$ cat src/rsi_pkg.sv
// rsi_pkg: shared widths, constants and types for the ray/sphere intersect core
// no dependencies
`timescale 1ns / 1ps
package rsi_pkg;

  localparam int FRAC_BITS = 16;
  localparam int COORD_W   = 32;
  localparam int DIR_W     = 18;
  localparam int DIST_W    = 31;
  localparam int OP_W      = COORD_W + 1;            // center - origin
  localparam int PROD_W    = OP_W + DIR_W;           // one dot term
  localparam int DOT_W     = PROD_W + 2;             // sum of three terms
  localparam int B_W       = DOT_W - FRAC_BITS;      // b after the shift
  localparam int SQ_OP_W   = 2 * OP_W;               // one op square
  localparam int NEG_W     = SQ_OP_W + 2;            // |op|^2
  localparam int RSQ_W     = 2 * DIST_W;             // radius^2
  localparam int D_W       = 2 * B_W;                // b^2 and discriminant
  localparam int SQ_W      = B_W;                    // square root bits
  localparam int TRIAL_W   = D_W + 2;                // sqrt trial value
  localparam int T_W       = B_W + 2;                // root candidates

  localparam logic signed [T_W-1:0] EPS =
    T_W'(((64'd1 << FRAC_BITS) + 64'd5000) / 64'd10000);
  localparam logic [DIST_W-1:0] DIST_MAX = {DIST_W{1'b1}};

  localparam int ADDR_W = 4;
  typedef enum logic [1:0] {
    REG_CENTER_X = 2'd0,
    REG_CENTER_Y = 2'd1,
    REG_CENTER_Z = 2'd2,
    REG_RADIUS   = 2'd3
  } rsi_reg_t;

  localparam logic [DIST_W-1:0] RADIUS_RESET = DIST_W'(1 << FRAC_BITS);

  typedef struct packed {
    logic signed [COORD_W-1:0] center_x;
    logic signed [COORD_W-1:0] center_y;
    logic signed [COORD_W-1:0] center_z;
    logic        [DIST_W-1:0]  radius;
  } rsi_cfg_t;

  typedef struct packed {
    logic                  miss;
    logic signed [B_W-1:0] b;
    logic [D_W-1:0]        d;
  } rsi_disc_t;

endpackage

$ cat src/rsi_cfg.sv
// rsi_cfg: apb register file holding the sphere center and radius
// depends on rsi_pkg
`timescale 1ns / 1ps
module rsi_cfg
  import rsi_pkg::*;
(
  input  logic              clk,
  input  logic              rst,
  input  logic              psel,
  input  logic              penable,
  input  logic              pwrite,
  input  logic [ADDR_W-1:0] paddr,
  input  logic [31:0]       pwdata,
  output logic [31:0]       prdata,
  output logic              pready,
  output rsi_cfg_t          cfg
);

  logic     wr;
  rsi_reg_t idx;

  assign pready = 1'b1;
  assign wr     = psel & penable & pwrite;
  assign idx    = rsi_reg_t'(paddr[3:2]);

  always_ff @(posedge clk) begin
    if (rst) begin
      cfg.center_x <= '0;
      cfg.center_y <= '0;
      cfg.center_z <= '0;
      cfg.radius   <= RADIUS_RESET;
    end else if (wr) begin
      case (idx)
        REG_CENTER_X: cfg.center_x <= pwdata;
        REG_CENTER_Y: cfg.center_y <= pwdata;
        REG_CENTER_Z: cfg.center_z <= pwdata;
        REG_RADIUS:   cfg.radius   <= pwdata[DIST_W-1:0];
        default: ;
      endcase
    end
  end

  always_comb begin
    case (idx)
      REG_CENTER_X: prdata = cfg.center_x;
      REG_CENTER_Y: prdata = cfg.center_y;
      REG_CENTER_Z: prdata = cfg.center_z;
      REG_RADIUS:   prdata = {1'b0, cfg.radius};
      default:      prdata = '0;
    endcase
  end

endmodule

$ cat config.mk
export PLATFORM = sky130hd
export DESIGN_NAME = rsi_cfg
export DESIGN_NICKNAME = d
export VERILOG_FILES = /design/src/rsi_pkg.sv /design/src/rsi_cfg.sv
export SDC_FILE = /design/constraint.sdc
export NUM_CORES = 1
export LEC_CHECK = 0
export ABC_AREA = 1
export BUFFER_PORTS_ARGS = -buffer_cell sky130_fd_sc_hd__buf_2
export CELL_PAD_IN_SITES_DETAIL_PLACEMENT = 0
export CELL_PAD_IN_SITES_GLOBAL_PLACEMENT = 1
export CORE_MARGIN = 4
export CORE_UTILIZATION = 37
export CTS_CLUSTER_DIAMETER = 50
export CTS_CLUSTER_SIZE = 25
export DETAILED_ROUTE_END_ITERATION = 10
export HOLD_SLACK_MARGIN = 0.12
export PLACE_DENSITY_LB_ADDON = 0.1
export SLEW_MARGIN = 10
export SYNTH_ARGS = -nofsm -noshare
export SYNTH_HDL_FRONTEND = slang
export SYNTH_SLANG_ARGS = --single-unit
$ cat constraint.sdc
create_clock -name clk -period 2.3 [get_ports clk]
set_input_delay 0.115 -clock clk [delete_from_list [all_inputs] [get_ports clk]]
set_output_delay 0.115 -clock clk [all_outputs]
set_load 0.02 [all_outputs]
After elaboration in Yosys (flattened, before gate mapping)
Index checks and enable logic that the tools add are counted.
- flip-flop bits (word level): 127
- output and inout port bits: 160
- equality and inequality tests: 3
- mux-type cells: 1
- bitwise operators: 2
- reductions and logical operators: 5
- operators by type and width (operator ; count):
    $pmux W32 S4 ; 1
    $reduce_and A2 Y1 ; 4
    $eq A2 B2 Y1 const B ; 2
    $and A1 B1 Y1 ; 2
    $eq A2 B1 Y1 const B ; 1
    $logic_not A2 Y1 ; 1

Logic depth before layout (Yosys ltp)
Gate-level depths: netlist (run 1).
- depth after elaboration: 3
- depth in mapped cells: 7

Worst setup path after synthesis (run 1)
No wires, ideal clock.
- path kind: input to register
- start point: input port psel
- end point: register cfg[106] (netlist bit)
- setup time: 0.113 ns
- arrival time: 0.822 ns
- data required time: 2.187 ns
- setup slack: 1.365 ns
- stages: 7
- cells stage by stage: nand2_1 -> nor2_4 -> buf_4 -> buf_2 -> nand3_1 -> nand2_1 -> nor2_1
- word-level cells in the longest chain between the ends: 3
- RTL lines (what ; line ; RTL):
    from (decl) ; rsi_cfg.sv:9 ; input logic psel,
    $and A1 B1 Y1 (2 in a row) ; rsi_cfg.sv:23 ; assign wr = psel & penable & pwrite;
    $reduce_and A2 Y1 (no source line) ; - ;
    to (decl) ; rsi_cfg.sv:16 ; output rsi_cfg_t cfg
No other way between the ends.
A chain may end at the register's enable or synchronous reset.

Worst setup path in the final report (run 1)
- start point: input port paddr[3]
- end point: output port prdata[0]
- word-level cells in the longest chain between the ends: 2
- RTL lines (what ; line ; RTL):
    from (decl) ; rsi_cfg.sv:12 ; input logic [ADDR_W-1:0] paddr,
    $eq A2 B2 Y1 (tied with other cells) ; rsi_cfg.sv:44 ; case (idx)
    $pmux W32 S4 (*) ; rsi_cfg.sv:44 ;
    to (decl) ; rsi_cfg.sv:14 ; output logic [31:0] prdata,
Mark *: on every way between the ends. The rest lies on a longest branch, timed or not.

==> results of run 1 <==
Yosys cell counts:
library cell / n / area [sq um]
sky130_fd_sc_hd__nand3_1: 128 / 641
sky130_fd_sc_hd__nor2_1: 252 / 946
sky130_fd_sc_hd__nand3_2: 1 / 10.0
sky130_fd_sc_hd__inv_1: 32 / 120
sky130_fd_sc_hd__nand4_1: 31 / 194
sky130_fd_sc_hd__o21ai_0: 1 / 5.00
sky130_fd_sc_hd__nor2_2: 3 / 18.8
sky130_fd_sc_hd__inv_2: 5 / 18.8
sky130_fd_sc_hd__nand2_1: 258 / 968
sky130_fd_sc_hd__nand2_2: 1 / 6.26
sky130_fd_sc_hd__buf_2: 21 / 105
sky130_fd_sc_hd__buf_6: 12 / 135
sky130_fd_sc_hd__conb_1: 1 / 3.75
sky130_fd_sc_hd__dfxtp_1: 127 / 2540
sky130_fd_sc_hd__buf_1: 16 / 60.1
sky130_fd_sc_hd__buf_4: 14 / 105
sky130_fd_sc_hd__nor2_4: 5 / 56.3
tightest hold or removal path, delay by kind of cell:
family          cells  cell delay (ps)
simple gates        2              180
compound gates      1               90
buf+inv             1              150
where the power goes:
group | total (W) | leakage, nW | internal, W | switching (W)
Clock | 0.00272 | 0.297 | 0.00176 | 0.000955
Combinational | 0.000610 | 2.54 | 0.000210 | 0.000400
Sequential | 0.00229 | 1.03 | 0.00225 | 0.0000391
what timing repair did:
action | CTS | global route
setup endpoints to repair | 0 | 0
hold buffers | 32 | 0
hold endpoints to repair | 127 | 0
cells by family (layout without fill, tap and decap cells):
family	count (synthesis)	count (layout)	synth area share
and+or+nand+nor	679	679	0.479
other	1	1	0.000632
DFF	127	127	0.428
AOI/OAI and AO/OA	1	1	0.000842
buffers and inverters	100	315	0.0917
metrics by stage:
step | cells | setup slack [ps] | hold WS (ps) | utilization | total power [W]
2_1_floorplan | 908 | 1360 | 241 | - | 0.00272
3_3_place_gp | 1275 | 822 | 346 | 0.443 | 0.00291
3_5_place_dp | 1275 | 830 | 349 | 0.443 | 0.00291
4_1_cts | 1339 | 828 | 157 | 0.501 | 0.00567
5_1_grt | 1339 | 757 | 181 | 0.501 | 0.00583
6_report | 1339 | 848 | 172 | 0.501 | 0.00562
path summary, 6_finish.rpt:
kind	end	slack [ps]	startpoint
worst max-delay path	prdata[0]	850	paddr[3]
worst min-delay path	cfg[16]	170	paddr[3]
worst max register to register	cfg[16]	1680	cfg[16]
worst min register to register	cfg[4]	500	cfg[4]
per-layer routing:
layer,part of all wire,vias up
met5,0,-
met4,0.0093,0
met3,0.044,11
met2,0.48,152
met1,0.46,2790
li1,-,3241
cell type report:
cell class                 instances  area, sq um
clock buffer                      27          523
timing repair buffer             246         1510
sequential                       127         2540
tap                              216          270
multi-input combinational        681         2860
clock inverter                     5         75.1
fill                            1656         7900
inverter                          37          140
==> impl_metrics.env, run 1 <==
export IMPL_number_of_cells_produced_by_synthesis=908
export IMPL_max_slew_worst_pin_slew_ps=683
export IMPL_mostFrequentLayoutCells="258 x sky130_fd_sc_hd__nand2_1, 252 x sky130_fd_sc_hd__nor2_1, 197 x sky130_fd_sc_hd__buf_2"
export IMPL_post_cts_setup_repair_bufs=0
export IMPL_portBuffers=197
export IMPL_area_growth_syn_to_layout_pct=33.5
export IMPL_clkLatencyLatePin_ps=410
export IMPL_path_depth=6
export IMPL_detail_route_vias_per_cell=4.63
export IMPL_ys_types=17
export IMPL_maximum_number_of_pins_on_one_net_before_global_route_repair=128
export IMPL_cp_max_delay_cell="sky130_fd_sc_hd__nor2_4"
export IMPL_cts_buffer_depth=2
export IMPL_nNetsFinal=1151
export IMPL_mappedNetlistNets=949
export IMPL_fin_crit_sh=0.631
export IMPL_avg_cell_area_syn_sq_um=6.54
export IMPL_fmax_mhz=689
export IMPL_via_count=6194
export IMPL_timing_critical_path_buf_inv=3
export IMPL_initial_utilization=0.375
export IMPL_die_width_microns=135
export IMPL_hold_violations=0
export IMPL_tritoncts="built"
export IMPL_max_ffs_per_register=127
export IMPL_slew_headroom=0.545
export IMPL_global_route_usage_total=0.215
export IMPL_crit_path_frequent_cell="sky130_fd_sc_hd__buf_2"
export IMPL_rsz0062_at_grt="no"
export IMPL_floorplan_io_pins=201
export IMPL_grt_util_met1=0.284
export IMPL_p_leak_nw=3.87
export IMPL_setup_violations=0
export IMPL_worstHoldPathCells=4
export IMPL_ratio_of_cells_with_drive_above_1_in_the_final_layout=0.229
export IMPL_synth_ff_latch_count=127
export IMPL_worstPathCellList="buf_2 -> nor2_4 -> buf_4 -> nand2_1 -> nand4_1 -> buf_2"
export IMPL_fin_worst_skew_ps=0
export IMPL_cts_sinks=127
export IMPL_crit_fanout=21
export IMPL_antenna_cells_inserted=0
export IMPL_detail_route_wirelength_microns=19500
export IMPL_worstRegToRegCells=2
export IMPL_setup_tns_ps=0
export IMPL_rows=46
export IMPL_resized_gates_after_cts=0
export IMPL_power_density_mw_per_mm2=709
export IMPL_cts_made_buffers=17
export IMPL_reg_largest_list="cfg (127)"
export IMPL_run_status="finished clean"
export IMPL_required_ps=2180
export IMPL_synthesis_yosys_warnings=0
export IMPL_slew_violations=0
export IMPL_detailedRoute_firstPassIterationCount=4
export IMPL_busiest_metal_layer_after_global_routing="met2"
export IMPL_cts_root_buffer="sky130_fd_sc_hd__clkbuf_16"
export IMPL_dr_first_iter_drc_count=277
export IMPL_min_path_type="input pin to flip-flop"
export IMPL_cts_htree_levels=4
export IMPL_critical_path_arrival_ps=1340
export IMPL_placed_cell_area_sq_mm=0.00701
export IMPL_final_design_area_no_fill_sq_mm=0.00792
export IMPL_die_height_microns=135
export IMPL_worst_path_dominant_cell_family="buffers and inverters"
export IMPL_timing_critical_path_to_type="primary output"
export IMPL_layout_cells_most_common="sky130_fd_sc_hd__nand2_1"
export IMPL_per_cell_routed_wire_length_microns=14.6
export IMPL_place_congestion=0.744
export IMPL_detailedPlacementHpwl_microns=12000
export IMPL_use_met2=0.360
export IMPL_post_route_min_period_ps=1450
export IMPL_grt_pass1_wl_microns=31300
export IMPL_ant_nets=0
export IMPL_antenna_found_initial=0
export IMPL_route_detailed_drc=0
export IMPL_use_met3=0.0391
export IMPL_ys_seq_area_frac=0.428
export IMPL_max_flop_register="cfg"
export IMPL_grt_pass1_vias=5793
export IMPL_die_area_sq_mm=0.0181
export IMPL_timing_setup_critical_path_class="input pin to primary output"
export IMPL_ir_drop_uv=526
export IMPL_start_kind="input pin"
export IMPL_mappedNetlistArea_sq_mm=0.00594
export IMPL_cp_slowest_stage_delay_ps=340
export IMPL_maxCapViolCount=0
export IMPL_clk_transition_reported_paths_ps=50
export IMPL_placeableCoreArea_sq_mm=0.0158
export IMPL_remaining_global_route_overflow=0
(Power assumes the default switching activity.)
==> run 2, diff against run 1 <==
- CORE_UTILIZATION: 37 -> 31
- clock period: 2.3 -> 1.22 ns (I/O delays scaled with it)
==> run 2 against run 1 <==
Effect of this change:
- clock-buffer cell count shrank 9
- die area grew 18%
- highest routed layer unchanged
- largest cell class unchanged
- combinational power grew 100%
- sequential power grew 89%
- clock power grew 99%
==> impl_metrics.env, run 2 (synthesis results as in run 1) <==
export IMPL_hold_violations=0
export IMPL_critical_path_arrival_ps=1100
export IMPL_detail_route_vias_per_cell=4.60
export IMPL_grt_util_met1=0.246
export IMPL_grt_pass1_vias=6191
export IMPL_maxCapViolCount=0
export IMPL_run_status="finished clean"
export IMPL_fin_ws_ps=57.4
export IMPL_post_route_min_period_ps=1160
export IMPL_cts_made_buffers=17
export IMPL_filler_cell_count=2059
export IMPL_detail_route_wirelength_microns=20400
export IMPL_mostFrequentLayoutCells="258 x sky130_fd_sc_hd__nand2_1, 252 x sky130_fd_sc_hd__nor2_1, 186 x sky130_fd_sc_hd__buf_2"
export IMPL_detailedPlacementHpwl_microns=12900
export IMPL_share_clk_of_total_power=0.493
export IMPL_layout_cells_most_common="sky130_fd_sc_hd__nand2_1"
export IMPL_start_kind="flip-flop"
export IMPL_cts_htree_levels=4
export IMPL_p_leak_nw=4.00
export IMPL_setup_violations=0
export IMPL_internal_power_w=0.00818
export IMPL_cts_buffer_depth=2
export IMPL_portBuffers=197
export IMPL_ir_drop_uv=918
export IMPL_post_place_ws_ps=69.4
export IMPL_use_met3=0.0475
export IMPL_finish_utilization=0.443
export IMPL_dr_first_iter_drc_count=272
export IMPL_power_net_switching_w=0.00279
export IMPL_slew_violations=0
export IMPL_rsz0062_at_grt="yes"
export IMPL_setup_tns_ps=0
export IMPL_timing_setup_critical_path_class="flip-flop to primary output"
export IMPL_fin_crit_sh=0.953
export IMPL_maximum_number_of_pins_on_one_net_before_global_route_repair=68
export IMPL_use_met2=0.314
export IMPL_max_ffs_per_register=127
export IMPL_placeableCoreArea_sq_mm=0.0188
export IMPL_fin_worst_skew_ps=0
export IMPL_floorplan_io_pins=201
export IMPL_die_area_sq_mm=0.0214
export IMPL_power_switching_fraction=0.254
export IMPL_route_detailed_drc=0
export IMPL_cts_root_buffer="sky130_fd_sc_hd__clkbuf_16"
export IMPL_die_width_microns=146
export IMPL_die_height_microns=146
export IMPL_final_instance_count_excl_fill=1369
export IMPL_tritoncts="built"
export IMPL_initial_utilization=0.316
export IMPL_max_flop_register="cfg"
export IMPL_place_congestion=0.746
export IMPL_sequential_cell_area_sq_mm=0.00259
export IMPL_power_share_sequential=0.393
export IMPL_rows=50
export IMPL_nNetsFinal=1162
export IMPL_total_power_w=0.0110
export IMPL_power_density_mw_per_mm2=1320
export IMPL_area_growth_syn_to_layout_pct=39.9
export IMPL_remaining_global_route_overflow=0
export IMPL_multiInputGateArea_sq_mm=0.00286
export IMPL_required_ps=1160
export IMPL_antenna_found_initial=0
export IMPL_clk_transition_reported_paths_ps=60
export IMPL_via_count=6293
export IMPL_min_path_type="input pin to flip-flop"
export IMPL_timing_critical_path_to_type="primary output"
export IMPL_ratio_of_cells_with_drive_above_1_in_the_final_layout=0.271
export IMPL_per_cell_routed_wire_length_microns=14.9
export IMPL_cts_sinks=127
export IMPL_ant_nets=0
export IMPL_global_route_usage_total=0.189
export IMPL_busiest_metal_layer_after_global_routing="met2"
export IMPL_fmax_mhz=860
export IMPL_power_frac_comb=0.113
export IMPL_dp_cells=1300
export IMPL_clkLatencyLatePin_ps=410
export IMPL_grt_pass1_wl_microns=32900
export IMPL_crit_fanout=3
export IMPL_detailedRoute_firstPassIterationCount=4
export IMPL_reg_largest_list="cfg (127)"
run 2: cell count changes in the layout (fill, tap and decap cells not counted), moves of 5 or more:
cell,change
sky130_fd_sc_hd__buf_12,+12
sky130_fd_sc_hd__buf_2,-11
sky130_fd_sc_hd__buf_4,+7
sky130_fd_sc_hd__clkbuf_8,-5
sky130_fd_sc_hd__dfxtp_1,-35
sky130_fd_sc_hd__dfxtp_2,+35
run 2: worst max-delay path: stages, from the launching register on:
cell and delay [ps]:
sky130_fd_sc_hd__dfxtp_1 370, sky130_fd_sc_hd__nand2_1 70, sky130_fd_sc_hd__nand4_1 90, sky130_fd_sc_hd__buf_2 170
run 2: what timing repair did:
action,CTS,global route
setup buffers,0,3
gates resized for setup,1,46
endpoints found under the hold margin,127,0
endpoints found under the setup margin,1,27
pin swaps,0,3
hold buffers,32,0
cloned,0,1
run 2: layout make-up:
| cell class | instances | share of cell area |
|---|---|---|
| multi-input cells | 681 | 0.345 |
| flip-flops and latches | 127 | 0.311 |
| repair buffers | 257 | 0.216 |
| clock buffers | 18 | 0.0529 |
| well taps | 234 | 0.0353 |
| clock inverters | 14 | 0.0229 |
| inverters | 37 | 0.0169 |
| diodes | 1 | 0.000301 |
run 2: per-layer routing:
metal,share of wire,vias to the layer above,wire length [microns]
met4,0.0068,0,138
met1,0.47,2859,9530
met2,0.47,149,9630
met5,0,-,0
li1,-,3276,-
met3,0.052,9,1060
run 2: power groups by stage:
stage / clock network (W) / registers (W) / logic (W)
after floorplan: 0 / 0.00450 / 0.000620
after global placement: 0 / 0.00441 / 0.00115
after detailed placement: 0 / 0.00441 / 0.00115
after CTS: 0.00556 / 0.00432 / 0.00123
after global routing: 0.00574 / 0.00433 / 0.00137
final: 0.00541 / 0.00432 / 0.00124
run 2: stage by stage:
step / instance area [sq um] / hold WS, ps
6_report: 8310 / 181
5_1_grt: 8300 / 200
4_1_cts: 8180 / 162
3_5_place_dp: 7230 / 300
3_3_place_gp: 7230 / 296
2_1_floorplan: 5940 / 187
run 2: path summary, 6_finish.rpt:
check                           depth (start not counted)  slack (ps)         end      from
worst max register to register                          3         530     cfg[93]   cfg[93]
worst max-delay path                                    3          60  prdata[23]  cfg[118]
worst min register to register                          2         490     cfg[56]   cfg[56]
worst min-delay path                                    4         180     cfg[16]       rst
==> run 3, diff against run 2 <==
- ABC_AREA: 1 -> 0
- CORE_UTILIZATION: 31 -> 35
==> run 3 against run 2 <==
Effect of this change:
- the flow now finishes with violations (negative setup slack)
- sequential power down 2%
- clock skew stayed put
- via count decreased by 24%
- wire length decreased by 15%
- register-to-register slack worse by 420 ps
- critical path depth fell by 1
- design area increased by 9.1%
- largest power group unchanged
==> impl_metrics.env, run 3 <==
export IMPL_run_status="finished with violations"
export IMPL_failing_checks="negative setup slack"
export IMPL_mappedNetlistNets=538
export IMPL_hold_violations=0
export IMPL_die_width_microns=137
export IMPL_maxCapViolCount=0
export IMPL_clkLatencyLatePin_ps=410
export IMPL_detail_route_vias_per_cell=4.62
export IMPL_cts_buffer_depth=2
export IMPL_min_path_type="input pin to flip-flop"
export IMPL_max_flop_register="cfg"
export IMPL_ant_nets=0
export IMPL_antenna_cells_inserted=0
export IMPL_post_route_min_period_ps=1470
export IMPL_number_of_cells_produced_by_synthesis=497
export IMPL_cts_htree_levels=4
export IMPL_p_leak_nw=4.64
export IMPL_die_height_microns=137
export IMPL_layout_cells_most_common="sky130_fd_sc_hd__buf_2"
export IMPL_internal_power_w=0.00785
export IMPL_ratio_of_cells_with_drive_above_1_in_the_final_layout=0.571
export IMPL_power_frac_comb=0.094
export IMPL_portBuffers=197
export IMPL_antenna_found_initial=0
export IMPL_critical_path_arrival_ps=1410
export IMPL_detail_route_wirelength_microns=17300
export IMPL_cp_slowest_stage_delay_ps=510
export IMPL_fin_crit_sh=1.21
export IMPL_slew_violations=0
export IMPL_max_ffs_per_register=127
export IMPL_post_synth_top_area_cell="sky130_fd_sc_hd__dfxtp_1"
export IMPL_route_detailed_drc=0
export IMPL_global_route_usage_total=0.183
export IMPL_synthesis_yosys_warnings=0
export IMPL_nNetsFinal=850
export IMPL_fmax_mhz=679
export IMPL_synth_top_cells_by_count="158 x sky130_fd_sc_hd__nand2b_1, 128 x sky130_fd_sc_hd__mux2i_1, 127 x sky130_fd_sc_hd__dfxtp_1"
export IMPL_share_clk_of_total_power=0.486
export IMPL_synth_edf_count=0
export IMPL_worstPathCellList="mux4_2 -> buf_6"
export IMPL_placed_cell_area_sq_mm=0.00726
export IMPL_grt_pass1_vias=5060
export IMPL_synth_ff_latch_count=127
export IMPL_dr_first_iter_drc_count=228
export IMPL_detailedRoute_firstPassIterationCount=4
export IMPL_remaining_global_route_overflow=0
export IMPL_placeableCoreArea_sq_mm=0.0165
export IMPL_synth_top_area_share=0.433
export IMPL_final_design_area_no_fill_sq_mm=0.00906
export IMPL_timing_critical_path_to_type="primary output"
export IMPL_worstRegToRegCells=3
export IMPL_cts_root_buffer="sky130_fd_sc_hd__clkbuf_16"
export IMPL_floorplan_io_pins=201
export IMPL_power_net_switching_w=0.00226
export IMPL_crit_fanout=3
export IMPL_power_share_sequential=0.420
export IMPL_critical_register_to_register_path_endpoint="cfg[94]"
export IMPL_rows=47
export IMPL_cts_sinks=127
export IMPL_dominantRegCellSynth="sky130_fd_sc_hd__dfxtp_1"
export IMPL_timing_setup_critical_path_class="flip-flop to primary output"
export IMPL_clk_transition_reported_paths_ps=50
export IMPL_reg2reg_setup_slack_ps=110
export IMPL_fin_worst_skew_ps=0
export IMPL_via_count=4811
export IMPL_cp_max_delay_cell="sky130_fd_sc_hd__mux4_2"
export IMPL_finish_utilization=0.548
export IMPL_ys_seq_area_frac=0.433
export IMPL_avg_cell_area_syn_sq_um=11.8
export IMPL_place_congestion=0.737
export IMPL_power_density_mw_per_mm2=1120
export IMPL_initial_utilization=0.355
export IMPL_tritoncts="built"
export IMPL_post_synth_top_count_cell="sky130_fd_sc_hd__nand2b_1"
export IMPL_fin_ws_ps=-252
export IMPL_cp_startpoint="cfg[83]"
export IMPL_hold_slack_ps=147
export IMPL_reg_largest_list="cfg (127)"
export IMPL_grt_pass1_wl_microns=26300
export IMPL_top_post_synthesis_cells_by_area="sky130_fd_sc_hd__dfxtp_1 43%, sky130_fd_sc_hd__mux2i_1 22%, sky130_fd_sc_hd__nand2b_1 17%"
export IMPL_die_area_sq_mm=0.0189
export IMPL_ys_async_sr_fraction=0
export IMPL_mostFrequentLayoutCells="163 x sky130_fd_sc_hd__buf_2, 158 x sky130_fd_sc_hd__nand2b_1, 128 x sky130_fd_sc_hd__mux2i_1"
export IMPL_worstReg2RegStart="cfg[94]"
export IMPL_area_growth_syn_to_layout_pct=54.4
export IMPL_crit_path_end="prdata[20]"
export IMPL_start_kind="flip-flop"
export IMPL_mappedNetlistArea_sq_mm=0.00587
export IMPL_detailedPlacementHpwl_microns=11200
export IMPL_cts_made_buffers=17
export IMPL_ys_types=21
export IMPL_maximum_number_of_pins_on_one_net_before_global_route_repair=60
export IMPL_power_switching_fraction=0.223
export IMPL_per_cell_routed_wire_length_microns=16.6
export IMPL_rsz0062_at_grt="yes"
export IMPL_ir_drop_uv=941
export IMPL_required_ps=1160
export IMPL_setup_violations=31
-- run 3: per-layer routing --
| layer | vias up | track usage | share of wire |
|---|---|---|---|
| li1 | 2333 | - | - |
| met1 | 2323 | 0.224 | 0.44 |
| met2 | 136 | 0.307 | 0.49 |
| met3 | 19 | 0.0475 | 0.057 |
| met4 | 0 | 0.0682 | 0.017 |
| met5 | - | 0 | 0 |
-- run 3: kinds of logic after synthesis --
group,after synthesis,share of synthesized area
buf+inv,39,0.0439
other cells,1,0.000639
mux,159,0.337
compound gates,1,0.000852
flops,127,0.433
simple gates,170,0.184
-- run 3: layout make-up --
class                   count  area, sq um
clock buffers              24          482
multi-input cells         331         3070
well taps                 220          275
clock inverters             7         85.1
fillers                  1454         7460
repair buffers            332         2470
flip-flops and latches    127         2680
-- run 3: worst min-delay path by stage --
stage	endpoint	slack, ps	cells after the start	from
final	cfg[62]	150	3	rst
after global routing	cfg[126]	160	3	rst
after CTS	cfg[62]	120	3	rst
after detailed placement	cfg[16]	340	3	pwdata[16]
after global placement	cfg[16]	340	3	pwdata[16]
after floorplan	cfg[16]	220	2	pwdata[16]
-- run 3: power by group through the flow --
| stage | Sequential, W | Clock (W) | Combinational (W) |
|---|---|---|---|
| global placement | 0.00433 | 0 | 0.000789 |
| finish | 0.00425 | 0.00491 | 0.000955 |
| global route | 0.00425 | 0.00519 | 0.00102 |
| CTS | 0.00424 | 0.00501 | 0.000963 |
| detailed placement | 0.00433 | 0 | 0.000798 |
| floorplan | 0.00439 | 0 | 0.000444 |
-- run 3: per-stage QoR --
| step | setup slack, ps | TNS, ps | std cells | total power, W |
|---|---|---|---|---|
| global placement | -11.1 | -85.9 | 902 | 0.00512 |
| finish | -252 | -5850 | 1041 | 0.0101 |
| global route | -266 | -7100 | 1041 | 0.0105 |
| detailed placement | -60.2 | -697 | 902 | 0.00513 |
| CTS | -254 | -6490 | 1036 | 0.0102 |
| floorplan | 73.3 | 0 | 497 | 0.00484 |
-- run 3: what timing repair did --
item,4_1_cts,5_1_grt
cloned,0,0
resized for setup,161,13
setup buffers,68,5
endpoints found under the setup margin,32,32
hold endpoints to repair,127,0
hold buffers,35,0
-- run 3: critical path, delay by kind of cell, from the launching register on --
kind / cells / cell delay (ps)
buf+inv: 1 / 160
flops: 1 / 330
mux: 1 / 510
